===== src/rtl/udpcs_pkg.sv =====
// Package for the UDP checksum block: the per-byte operation code, the queue
// entry type, frame offsets and the one's complement add. No dependencies.
package udpcs_pkg;

    // Default limit on counted frame bytes.
    localparam int MAX_FRAME_BYTES_DEF = 2048;

    // Width used for comparing positions against segment bounds.
    localparam int CMP_W = 18;

    // Entries in the queue between the front and the back.
    localparam int QUEUE_DEPTH = 4;

    // Frame offsets.
    localparam int POS_PROTOCOL  = 23;
    localparam int POS_SRC_IP    = 26;
    localparam int POS_UDP       = 34;
    localparam int POS_UDP_LEN   = 38;
    localparam int POS_PAYLOAD   = 42;
    localparam int UDP_HDR_BYTES = 8;

    // What the back does with one byte.
    typedef enum logic [2:0] {
        OP_NONE      = 3'd0,  // byte is not summed
        OP_ADD_LOW   = 3'd1,  // add byte as a word with a zero high byte
        OP_HOLD      = 3'd2,  // keep byte as high byte of the next word
        OP_ADD_PAIR  = 3'd3,  // add held byte and this byte as one word
        OP_ADD_TWICE = 3'd4,  // as above, twice (UDP length word)
        OP_ADD_HIGH  = 3'd5   // odd final byte, padded with a zero low byte
    } udpcs_op_t;

    typedef struct packed {
        udpcs_op_t   op;
        logic [7:0]  data;
        logic        last;
        logic        bad;
    } udpcs_entry_t;

    // One's complement add with end-around carry folded once.
    function automatic logic [15:0] oc_add(input logic [15:0] a, input logic [15:0] w);
        logic [16:0] s;
        s = {1'b0, a} + {1'b0, w};
        return s[15:0] + {15'd0, s[16]};
    endfunction

endpackage


===== src/rtl/udp_checksum_from_frame_top.sv =====
// Top level of the UDP checksum block; instantiates udpcs_front, udpcs_queue
// and udpcs_back, and uses udpcs_pkg.
// Throughput: one frame byte per cycle with no gap between frames while result items are
// taken; a waiting result stalls the back at the next last byte, and s_tready drops once
// the four-entry queue has filled behind it.
// Result path: the last byte is written into the queue, popped by the back and then
// stored in the result register, whose valid flag drives m_tvalid.
// Reset: rst_n is asynchronous and active low; it clears the position, the UDP length,
// the running sum, the queue and the result valid flag.
module udp_checksum_from_frame_top #(
    parameter int MAX_FRAME_BYTES = udpcs_pkg::MAX_FRAME_BYTES_DEF
) (
    input  logic        clk,
    input  logic        rst_n,
    // Input stream: one frame byte per item.
    input  logic        s_tvalid,
    output logic        s_tready,
    input  logic [7:0]  s_tdata,   // [7:0] frame_byte
    input  logic        s_tlast,   // frame_last
    // Result stream: one item per frame.
    output logic        m_tvalid,
    input  logic        m_tready,
    output logic [15:0] m_tdata,   // [15:0] checksum_value
    output logic        m_tuser    // [0] malformed
);

    // The front classifies each byte as it is accepted and pushes it into the
    // queue; the back pops the queue and updates the sum. The queue lets the
    // input keep flowing while a finished result waits for the consumer.

    logic                    accept;
    logic                    q_full;
    logic                    q_pop;
    logic                    q_head_valid;
    udpcs_pkg::udpcs_entry_t front_entry;
    udpcs_pkg::udpcs_entry_t q_head_entry;

    assign s_tready = !q_full;
    assign accept   = s_tvalid && s_tready;

    udpcs_front #(
        .MAX_FRAME_BYTES (MAX_FRAME_BYTES)
    ) u_front (
        .clk        (clk),
        .rst_n      (rst_n),
        .accept     (accept),
        .frame_byte (s_tdata),
        .frame_last (s_tlast),
        .entry      (front_entry)
    );

    udpcs_queue u_queue (
        .clk        (clk),
        .rst_n      (rst_n),
        .push       (accept),
        .push_entry (front_entry),
        .full       (q_full),
        .pop        (q_pop),
        .head_valid (q_head_valid),
        .head_entry (q_head_entry)
    );

    udpcs_back u_back (
        .clk          (clk),
        .rst_n        (rst_n),
        .head_valid   (q_head_valid),
        .head_entry   (q_head_entry),
        .pop          (q_pop),
        .out_valid    (m_tvalid),
        .out_ready    (m_tready),
        .out_checksum (m_tdata),
        .out_bad      (m_tuser)
    );

endmodule


===== src/rtl/udpcs_front.sv =====
// Front part of the UDP checksum block: tracks the byte position and the UDP
// length, classifies each byte and flags malformed frames. Uses udpcs_pkg.
module udpcs_front #(
    parameter int MAX_FRAME_BYTES = udpcs_pkg::MAX_FRAME_BYTES_DEF
) (
    input  logic                   clk,
    input  logic                   rst_n,
    input  logic                   accept,
    input  logic [7:0]             frame_byte,
    input  logic                   frame_last,
    output udpcs_pkg::udpcs_entry_t entry
);

    localparam int POS_W = $clog2(MAX_FRAME_BYTES + 1);
    localparam int CW    = udpcs_pkg::CMP_W;

    logic [POS_W-1:0] pos_reg, pos_next;
    logic [15:0]      udp_len_reg, udp_len_next;

    logic [15:0]      len_now;
    logic             in_range;
    logic [CW-1:0]    p_ext;
    logic [CW-1:0]    seg_stop;
    logic [CW-1:0]    seg_end;
    logic             bad;
    udpcs_pkg::udpcs_op_t op;

    assign p_ext    = {{(CW-POS_W){1'b0}}, pos_reg};
    assign in_range = p_ext < CW'(MAX_FRAME_BYTES);

    always_comb
    begin
        if (pos_reg == POS_W'(udpcs_pkg::POS_UDP_LEN))
            len_now = {frame_byte, 8'h00};
        else if (pos_reg == POS_W'(udpcs_pkg::POS_UDP_LEN + 1))
            len_now = {udp_len_reg[15:8], frame_byte};
        else
            len_now = udp_len_reg;
    end

    // One past the final UDP byte, and the final UDP byte itself.
    assign seg_stop = {{(CW-16){1'b0}}, udp_len_reg} + CW'(udpcs_pkg::POS_UDP);
    assign seg_end  = {{(CW-16){1'b0}}, len_now} + CW'(udpcs_pkg::POS_UDP - 1);

    always_comb
    begin
        op = udpcs_pkg::OP_NONE;
        if (in_range)
        begin
            priority if (pos_reg == POS_W'(udpcs_pkg::POS_PROTOCOL))
                op = udpcs_pkg::OP_ADD_LOW;
            else if (pos_reg >= POS_W'(udpcs_pkg::POS_SRC_IP) &&
                     pos_reg <  POS_W'(udpcs_pkg::POS_PAYLOAD))
            begin
                if (!pos_reg[0])
                    op = udpcs_pkg::OP_HOLD;
                else if (pos_reg == POS_W'(udpcs_pkg::POS_UDP_LEN + 1))
                    op = udpcs_pkg::OP_ADD_TWICE;
                else
                    op = udpcs_pkg::OP_ADD_PAIR;
            end
            else if (pos_reg >= POS_W'(udpcs_pkg::POS_PAYLOAD) && p_ext < seg_stop)
            begin
                if (pos_reg[0])
                    op = udpcs_pkg::OP_ADD_PAIR;
                else if (p_ext + CW'(1) == seg_stop)
                    op = udpcs_pkg::OP_ADD_HIGH;
                else
                    op = udpcs_pkg::OP_HOLD;
            end
            else
                op = udpcs_pkg::OP_NONE;
        end
    end

    assign bad = (pos_reg < POS_W'(udpcs_pkg::POS_UDP_LEN + 1)) ||
                 (len_now < 16'(udpcs_pkg::UDP_HDR_BYTES)) ||
                 (p_ext < seg_end) ||
                 (seg_end >= CW'(MAX_FRAME_BYTES));

    assign entry.op   = op;
    assign entry.data = frame_byte;
    assign entry.last = frame_last;
    assign entry.bad  = bad;

    always_comb
    begin
        pos_next     = pos_reg;
        udp_len_next = udp_len_reg;
        if (accept)
        begin
            if (frame_last)
            begin
                pos_next     = '0;
                udp_len_next = '0;
            end
            else
            begin
                if (in_range)
                    pos_next = pos_reg + POS_W'(1);
                udp_len_next = len_now;
            end
        end
    end

    always_ff @(posedge clk or negedge rst_n)
    begin
        if (!rst_n)
        begin
            pos_reg     <= '0;
            udp_len_reg <= '0;
        end
        else
        begin
            pos_reg     <= pos_next;
            udp_len_reg <= udp_len_next;
        end
    end

endmodule


===== src/rtl/udpcs_queue.sv =====
// Short queue of classified bytes between the front and the back of the UDP
// checksum block. Uses udpcs_pkg for the entry type and depth.
module udpcs_queue (
    input  logic                    clk,
    input  logic                    rst_n,
    input  logic                    push,
    input  udpcs_pkg::udpcs_entry_t push_entry,
    output logic                    full,
    input  logic                    pop,
    output logic                    head_valid,
    output udpcs_pkg::udpcs_entry_t head_entry
);

    localparam int DEPTH = udpcs_pkg::QUEUE_DEPTH;
    localparam int PTR_W = $clog2(DEPTH);

    udpcs_pkg::udpcs_entry_t slots_reg [DEPTH];
    logic [PTR_W-1:0] wr_ptr_reg, wr_ptr_next;
    logic [PTR_W-1:0] rd_ptr_reg, rd_ptr_next;
    logic [PTR_W:0]   count_reg, count_next;

    assign full       = count_reg == (PTR_W+1)'(DEPTH);
    assign head_valid = count_reg != '0;
    assign head_entry = slots_reg[rd_ptr_reg];

    always_comb
    begin
        wr_ptr_next = push ? wr_ptr_reg + PTR_W'(1) : wr_ptr_reg;
        rd_ptr_next = pop  ? rd_ptr_reg + PTR_W'(1) : rd_ptr_reg;
        count_next  = count_reg + (PTR_W+1)'(push) - (PTR_W+1)'(pop);
    end

    always_ff @(posedge clk)
    begin
        if (push)
            slots_reg[wr_ptr_reg] <= push_entry;
    end

    always_ff @(posedge clk or negedge rst_n)
    begin
        if (!rst_n)
        begin
            wr_ptr_reg <= '0;
            rd_ptr_reg <= '0;
            count_reg  <= '0;
        end
        else
        begin
            wr_ptr_reg <= wr_ptr_next;
            rd_ptr_reg <= rd_ptr_next;
            count_reg  <= count_next;
        end
    end

endmodule


===== src/rtl/udpcs_back.sv =====
// Back part of the UDP checksum block: keeps the running one's complement sum,
// carries out each byte's operation and holds the result. Uses udpcs_pkg.
module udpcs_back (
    input  logic                    clk,
    input  logic                    rst_n,
    input  logic                    head_valid,
    input  udpcs_pkg::udpcs_entry_t head_entry,
    output logic                    pop,
    output logic                    out_valid,
    input  logic                    out_ready,
    output logic [15:0]             out_checksum,
    output logic                    out_bad
);

    logic [15:0] sum_reg, sum_next;
    logic [7:0]  held_reg, held_next;
    logic        out_valid_reg, out_valid_next;
    logic [15:0] out_checksum_reg, out_checksum_next;
    logic        out_bad_reg, out_bad_next;

    logic [15:0] pair_word;
    logic [15:0] pair_once;
    logic [15:0] sum_after;

    // A last byte needs the result register free (or being emptied now).
    assign pop = head_valid && (!head_entry.last || !out_valid_reg || out_ready);

    assign pair_word = {held_reg, head_entry.data};
    assign pair_once = udpcs_pkg::oc_add(sum_reg, pair_word);

    always_comb
    begin
        sum_after = sum_reg;
        held_next = held_reg;
        unique case (head_entry.op)
            udpcs_pkg::OP_NONE:      sum_after = sum_reg;
            udpcs_pkg::OP_ADD_LOW:   sum_after = udpcs_pkg::oc_add(sum_reg,
                                                 {8'h00, head_entry.data});
            udpcs_pkg::OP_HOLD:      held_next = head_entry.data;
            udpcs_pkg::OP_ADD_PAIR:  sum_after = pair_once;
            udpcs_pkg::OP_ADD_TWICE: sum_after = udpcs_pkg::oc_add(pair_once, pair_word);
            udpcs_pkg::OP_ADD_HIGH:
            begin
                held_next = head_entry.data;
                sum_after = udpcs_pkg::oc_add(sum_reg, {head_entry.data, 8'h00});
            end
            default:                 sum_after = sum_reg;
        endcase

        sum_next          = sum_reg;
        out_valid_next    = out_valid_reg && !out_ready;
        out_checksum_next = out_checksum_reg;
        out_bad_next      = out_bad_reg;
        if (pop)
        begin
            sum_next = sum_after;
            if (head_entry.last)
            begin
                sum_next          = '0;
                held_next         = '0;
                out_valid_next    = 1'b1;
                out_checksum_next = ~sum_after;
                out_bad_next      = head_entry.bad;
            end
        end
        else
        begin
            held_next = held_reg;
        end
    end

    assign out_valid    = out_valid_reg;
    assign out_checksum = out_checksum_reg;
    assign out_bad      = out_bad_reg;

    always_ff @(posedge clk)
    begin
        out_checksum_reg <= out_checksum_next;
        out_bad_reg      <= out_bad_next;
    end

    always_ff @(posedge clk or negedge rst_n)
    begin
        if (!rst_n)
        begin
            sum_reg       <= '0;
            held_reg      <= '0;
            out_valid_reg <= 1'b0;
        end
        else
        begin
            sum_reg       <= sum_next;
            held_reg      <= held_next;
            out_valid_reg <= out_valid_next;
        end
    end

endmodule

===== config.mk =====
export PLATFORM = sky130hd
export DESIGN_NAME = udp_checksum_from_frame_top
export DESIGN_NICKNAME = d
export VERILOG_FILES = /design/src/rtl/udpcs_pkg.sv /design/src/rtl/udp_checksum_from_frame_top.sv /design/src/rtl/udpcs_front.sv /design/src/rtl/udpcs_queue.sv /design/src/rtl/udpcs_back.sv
export SDC_FILE = /design/constraint.sdc
export NUM_CORES = 1
export LEC_CHECK = 0
export ABC_AREA = 1
export BUFFER_PORTS_ARGS = -buffer_cell sky130_fd_sc_hd__buf_2
export CORE_MARGIN = 2
export CORE_UTILIZATION = 40
export DETAILED_ROUTE_END_ITERATION = 8
export PLACE_DENSITY = 0.65
export SYNTH_ARGS = -nofsm -noshare
export SYNTH_HDL_FRONTEND = slang
export SYNTH_HIERARCHICAL = 1
export SYNTH_SLANG_ARGS = --single-unit

===== constraint.sdc =====
create_clock -name clk -period 12.3 [get_ports clk]
set_input_delay 2.46 -clock clk [delete_from_list [all_inputs] [get_ports clk]]
set_output_delay 2.46 -clock clk [all_outputs]
set_load 0.01 [all_outputs]

==> flow_summary.json <==
{
  "outcome": "finished, final reports clean",
  "drv_slew": 0,
  "core_area_mm2": 0.0303,
  "rsz0062_at_grt": "false",
  "seq_power_share": 0.184,
  "hold_class": "reg -> reg",
  "layout-drive-gt1-share": 0.0875,
  "synth_xor_area_frac": 0.0301,
  "rrSetupSlack_ns": 4.90,
  "cts_hold_buffers": 0,
  "h-tree-depth": 4,
  "ys_warn_count": 6,
  "grt.overflow.total": 0,
  "dp.cells": 2238,
  "clk_path_buf_depth": 2,
  "drc_errors": 0,
  "firstDrtPassIters": 6,
  "async_flop_share": 0.465,
  "synth_edf_count": 69,
  "slowest_stage": "dfrtp_1",
  "synth_ff_type": "edfxtp_1",
  "portBuffers": 31,
  "period_minus_slack_ns": 7.40,
  "ys_seq_area_frac": 0.292,
  "crit_top_cell": "nand2_1",
  "avgSynthCellArea_um2": 6.64,
  "synth_area_leader_cell": "nand2_1",
  "cellLeakagePower_uw": 0.00683,
  "numCtsBuffers": 17,
  "dieWidth_um": 179,
  "p_comb_frac": 0.692,
  "first_global_vias": 11400,
  "place_congestion": 0.995,
  "grt_antenna_before_repair": 0,
  "netlist_instances": 1841,
  "setup_viol": 0,
  "chipHeight_um": 179,
  "timing.rr.start": "u_queue/rd_ptr_reg[0]$_DFFE_PN0P_",
  "hold_violations": 0,
  "final_cells": 2270,
  "dp_hpwl_um": 30000,
  "wirelength_um": 37600,
  "whs_endpoint": "u_queue/wr_ptr_reg[0]$_DFFE_PN0P_",
  "grt_max_degree": 61,
  "yosys.area_share.simple": 0.392,
  "largest_register_ffs": 52,
  "ir_worst_vdd_uv": 156,
  "ys_top_cells_by_area": "nand2_1, edfxtp_1, dfrtp_1, inv_1, ha_1",
  "clockPowerShare": 0.124,
  "clk_latency_ns": 0.44,
  "finClkSkew_ns": 0.0164,
  "post_cts_buffers": 0,
  "holdPathStages": 1,
  "max_freq_mhz": 135,
  "max_stage_delay_ns": 0.95,
  "hp-start": "u_queue/wr_ptr_reg[0]$_DFFE_PN0P_",
  "max-slew-margin-rel": 0.284,
  "r2r_cells": 45,
  "vias": 11900,
  "grt.total_usage": 0.244,
  "muxShareOfSynthArea": 0,
  "maxCapViolations": 0,
  "clk_transition_reported_paths_ns": 0.06,
  "pin_count": 32,
  "internal-power_uw": 1660,
  "yosysTopAreaCellShare": 0.179,
  "p_switching_uw": 2230,
  "cts-root-buf": "clkbuf_16",
  "fp-row-count": 64,
  "grt_pass1_wl_um": 60300,
  "die_area_mm2": 0.0320,
  "layout.nets": 1961,
  "synth_cell_types": 52,
  "clock_sinks": 129,
  "required_ns": 12.48,
  "synth_fa_ha_area_frac": 0.0915,
  "p_per_area_mw_per_mm2": 295,
  "n_antenna_cell": 0,
  "synth_top_family_by_area": "simple AND/OR/NAND/NOR gates",
  "start_kind": "register",
  "swShare": 0.574,
  "ys_seq_elements": 129,
  "r2r_end": "u_back/out_checksum[15]$_DFFE_PP_",
  "crit_type": "reg -> reg",
  "viasPerCell": 5.25,
  "start_util": 0.403,
  "fin_crit_sh": 0.601,
  "synth_compound_area_frac": 0.0745,
  "cts_tree": "built",
  "critPathCaptureType": "register",
  "syn_to_final_growth_pct": 7.96,
  "drt_iter0_drc": 1028,
  "synth_area_mm2": 0.0122,
  "cts-resized-gates": 0,
  "ant_nets": 0,
  "critPathMaxFanout": 29,
  "syn-num-nets": 1941,
  "finalSetupTns_ns": 0,
  "wire_per_inst_um": 16.6,
  "cp_data_arrival_time_ns": 7.57,
  "tightestPinTransition_ns": 1.07
}
## cell usage after synthesis (all sizes together) (2+ instances only)
| cell type | n |
|---|---|
| fa | 4 |
| inv | 310 |
| xnor2 | 2 |
| nor4 | 2 |
| ha | 83 |
| o211ai | 4 |
| nor2 | 178 |
| nand4 | 39 |
| a22oi | 2 |
| o21ai | 50 |
| and2 | 6 |
| nor3 | 23 |
| o22ai | 33 |
| o21bai | 3 |
| dfrtp | 60 |
| clkbuf | 10 |
| a31oi | 2 |
| buf | 26 |
| nand3b | 8 |
| a21oi | 57 |
| nand2 | 616 |
| nand3 | 198 |
| edfxtp | 69 |
| clkinv | 5 |
| xor2 | 40 |
| o21a | 3 |
## through the flow
stage / util / total power (µW) / setup slack, ns / instance area (µm²) / hold WS [ns]
2_1_floorplan: - / 2600 / 6.70 / 12200 / 0.494
3_3_place_gp: 0.417 / 3350 / 5.23 / 12700 / 0.521
3_5_place_dp: 0.417 / 3360 / 5.00 / 12700 / 0.535
4_1_cts: 0.435 / 3850 / 4.99 / 13200 / 0.549
6_report: 0.435 / 3890 / 4.90 / 13200 / 0.541
5_1_grt: 0.435 / 4250 / 3.98 / 13200 / 0.566
## final cells by class
type	instances	area (µm²)
well taps	396	495
repair buffers	37	200
multi-input cells	1361	7200
clock buffers	18	429
clock inverters	14	119
flip-flops and latches	129	3570
inverters	315	1180
fillers	3112	17200
## power groups by stage
stage,sequential [µW],clock [µW],combinational (µW)
2_1_floorplan,684,0,1910
3_3_place_gp,722,0,2630
3_5_place_dp,724,0,2640
4_1_cts,717,488,2650
5_1_grt,730,505,3020
6_report,718,482,2690
## worst max-delay path, delay by kind of cell (launching register included)
kind	cells	cell delay (ns)
adder cells (fa/ha/maj)	5	1.24
buffers and inverters	1	0.40
AO/OA/AOI/OAI	4	0.57
AND/OR/NAND/NOR	35	3.99
flip-flops	1	0.95
## layer usage
metal / global-route usage / wire, µm
met1: 0.310 / 16300
met4: 0.102 / 1340
met5: 0 / 0
met2: 0.419 / 17900
met3: 0.0271 / 2080
## placed cells by master, fill, tap and decap left out, types with 6 or more instances in the layout
cell type,netlist,routed
xor2_1,40,40
nor2_1,147,146
and2_1,6,6
o22ai_1,33,33
edfxtp_1,69,69
buf_4,15,6
o21ai_0,42,42
nand2_2,27,27
ha_1,83,83
nand3_2,7,7
a21oi_1,55,55
nand4_1,39,39
nor2_4,10,10
inv_6,0,6
nand3_1,188,188
clkbuf_16,0,17
nand3b_1,8,8
dfrtp_1,60,60
inv_2,13,13
nor2_2,19,20
inv_1,296,296
nand2_1,584,584
nor3_1,22,22
buf_2,3,31
## logic make-up after synthesis
family	Yosys count
compound gates	159
fa+ha+maj	87
simple gates	1073
buf+inv	351
xor+xnor	42
flops	129
## how the worst max path moves through the flow
stage	start	to	slack, ns	cells past startpoint
final	u_queue/rd_ptr_reg[0]$_DFFE_PN0P_	u_back/out_checksum[15]$_DFFE_PP_	4.90	45
after global routing	u_queue/rd_ptr_reg[0]$_DFFE_PN0P_	u_back/out_checksum[12]$_DFFE_PP_	3.98	43
after CTS	u_queue/rd_ptr_reg[0]$_DFFE_PN0P_	u_back/out_checksum[15]$_DFFE_PP_	4.99	45
after detailed placement	u_queue/rd_ptr_reg[0]$_DFFE_PN0P_	u_back/out_checksum[15]$_DFFE_PP_	5.00	45
after global placement	u_queue/rd_ptr_reg[0]$_DFFE_PN0P_	u_back/out_checksum[12]$_DFFE_PP_	5.23	43
after floorplan	u_queue/rd_ptr_reg[0]$_DFFE_PN0P_	u_back/out_checksum[12]$_DFFE_PP_	6.70	44
Note: power is estimated with default switching activity, not from simulation.
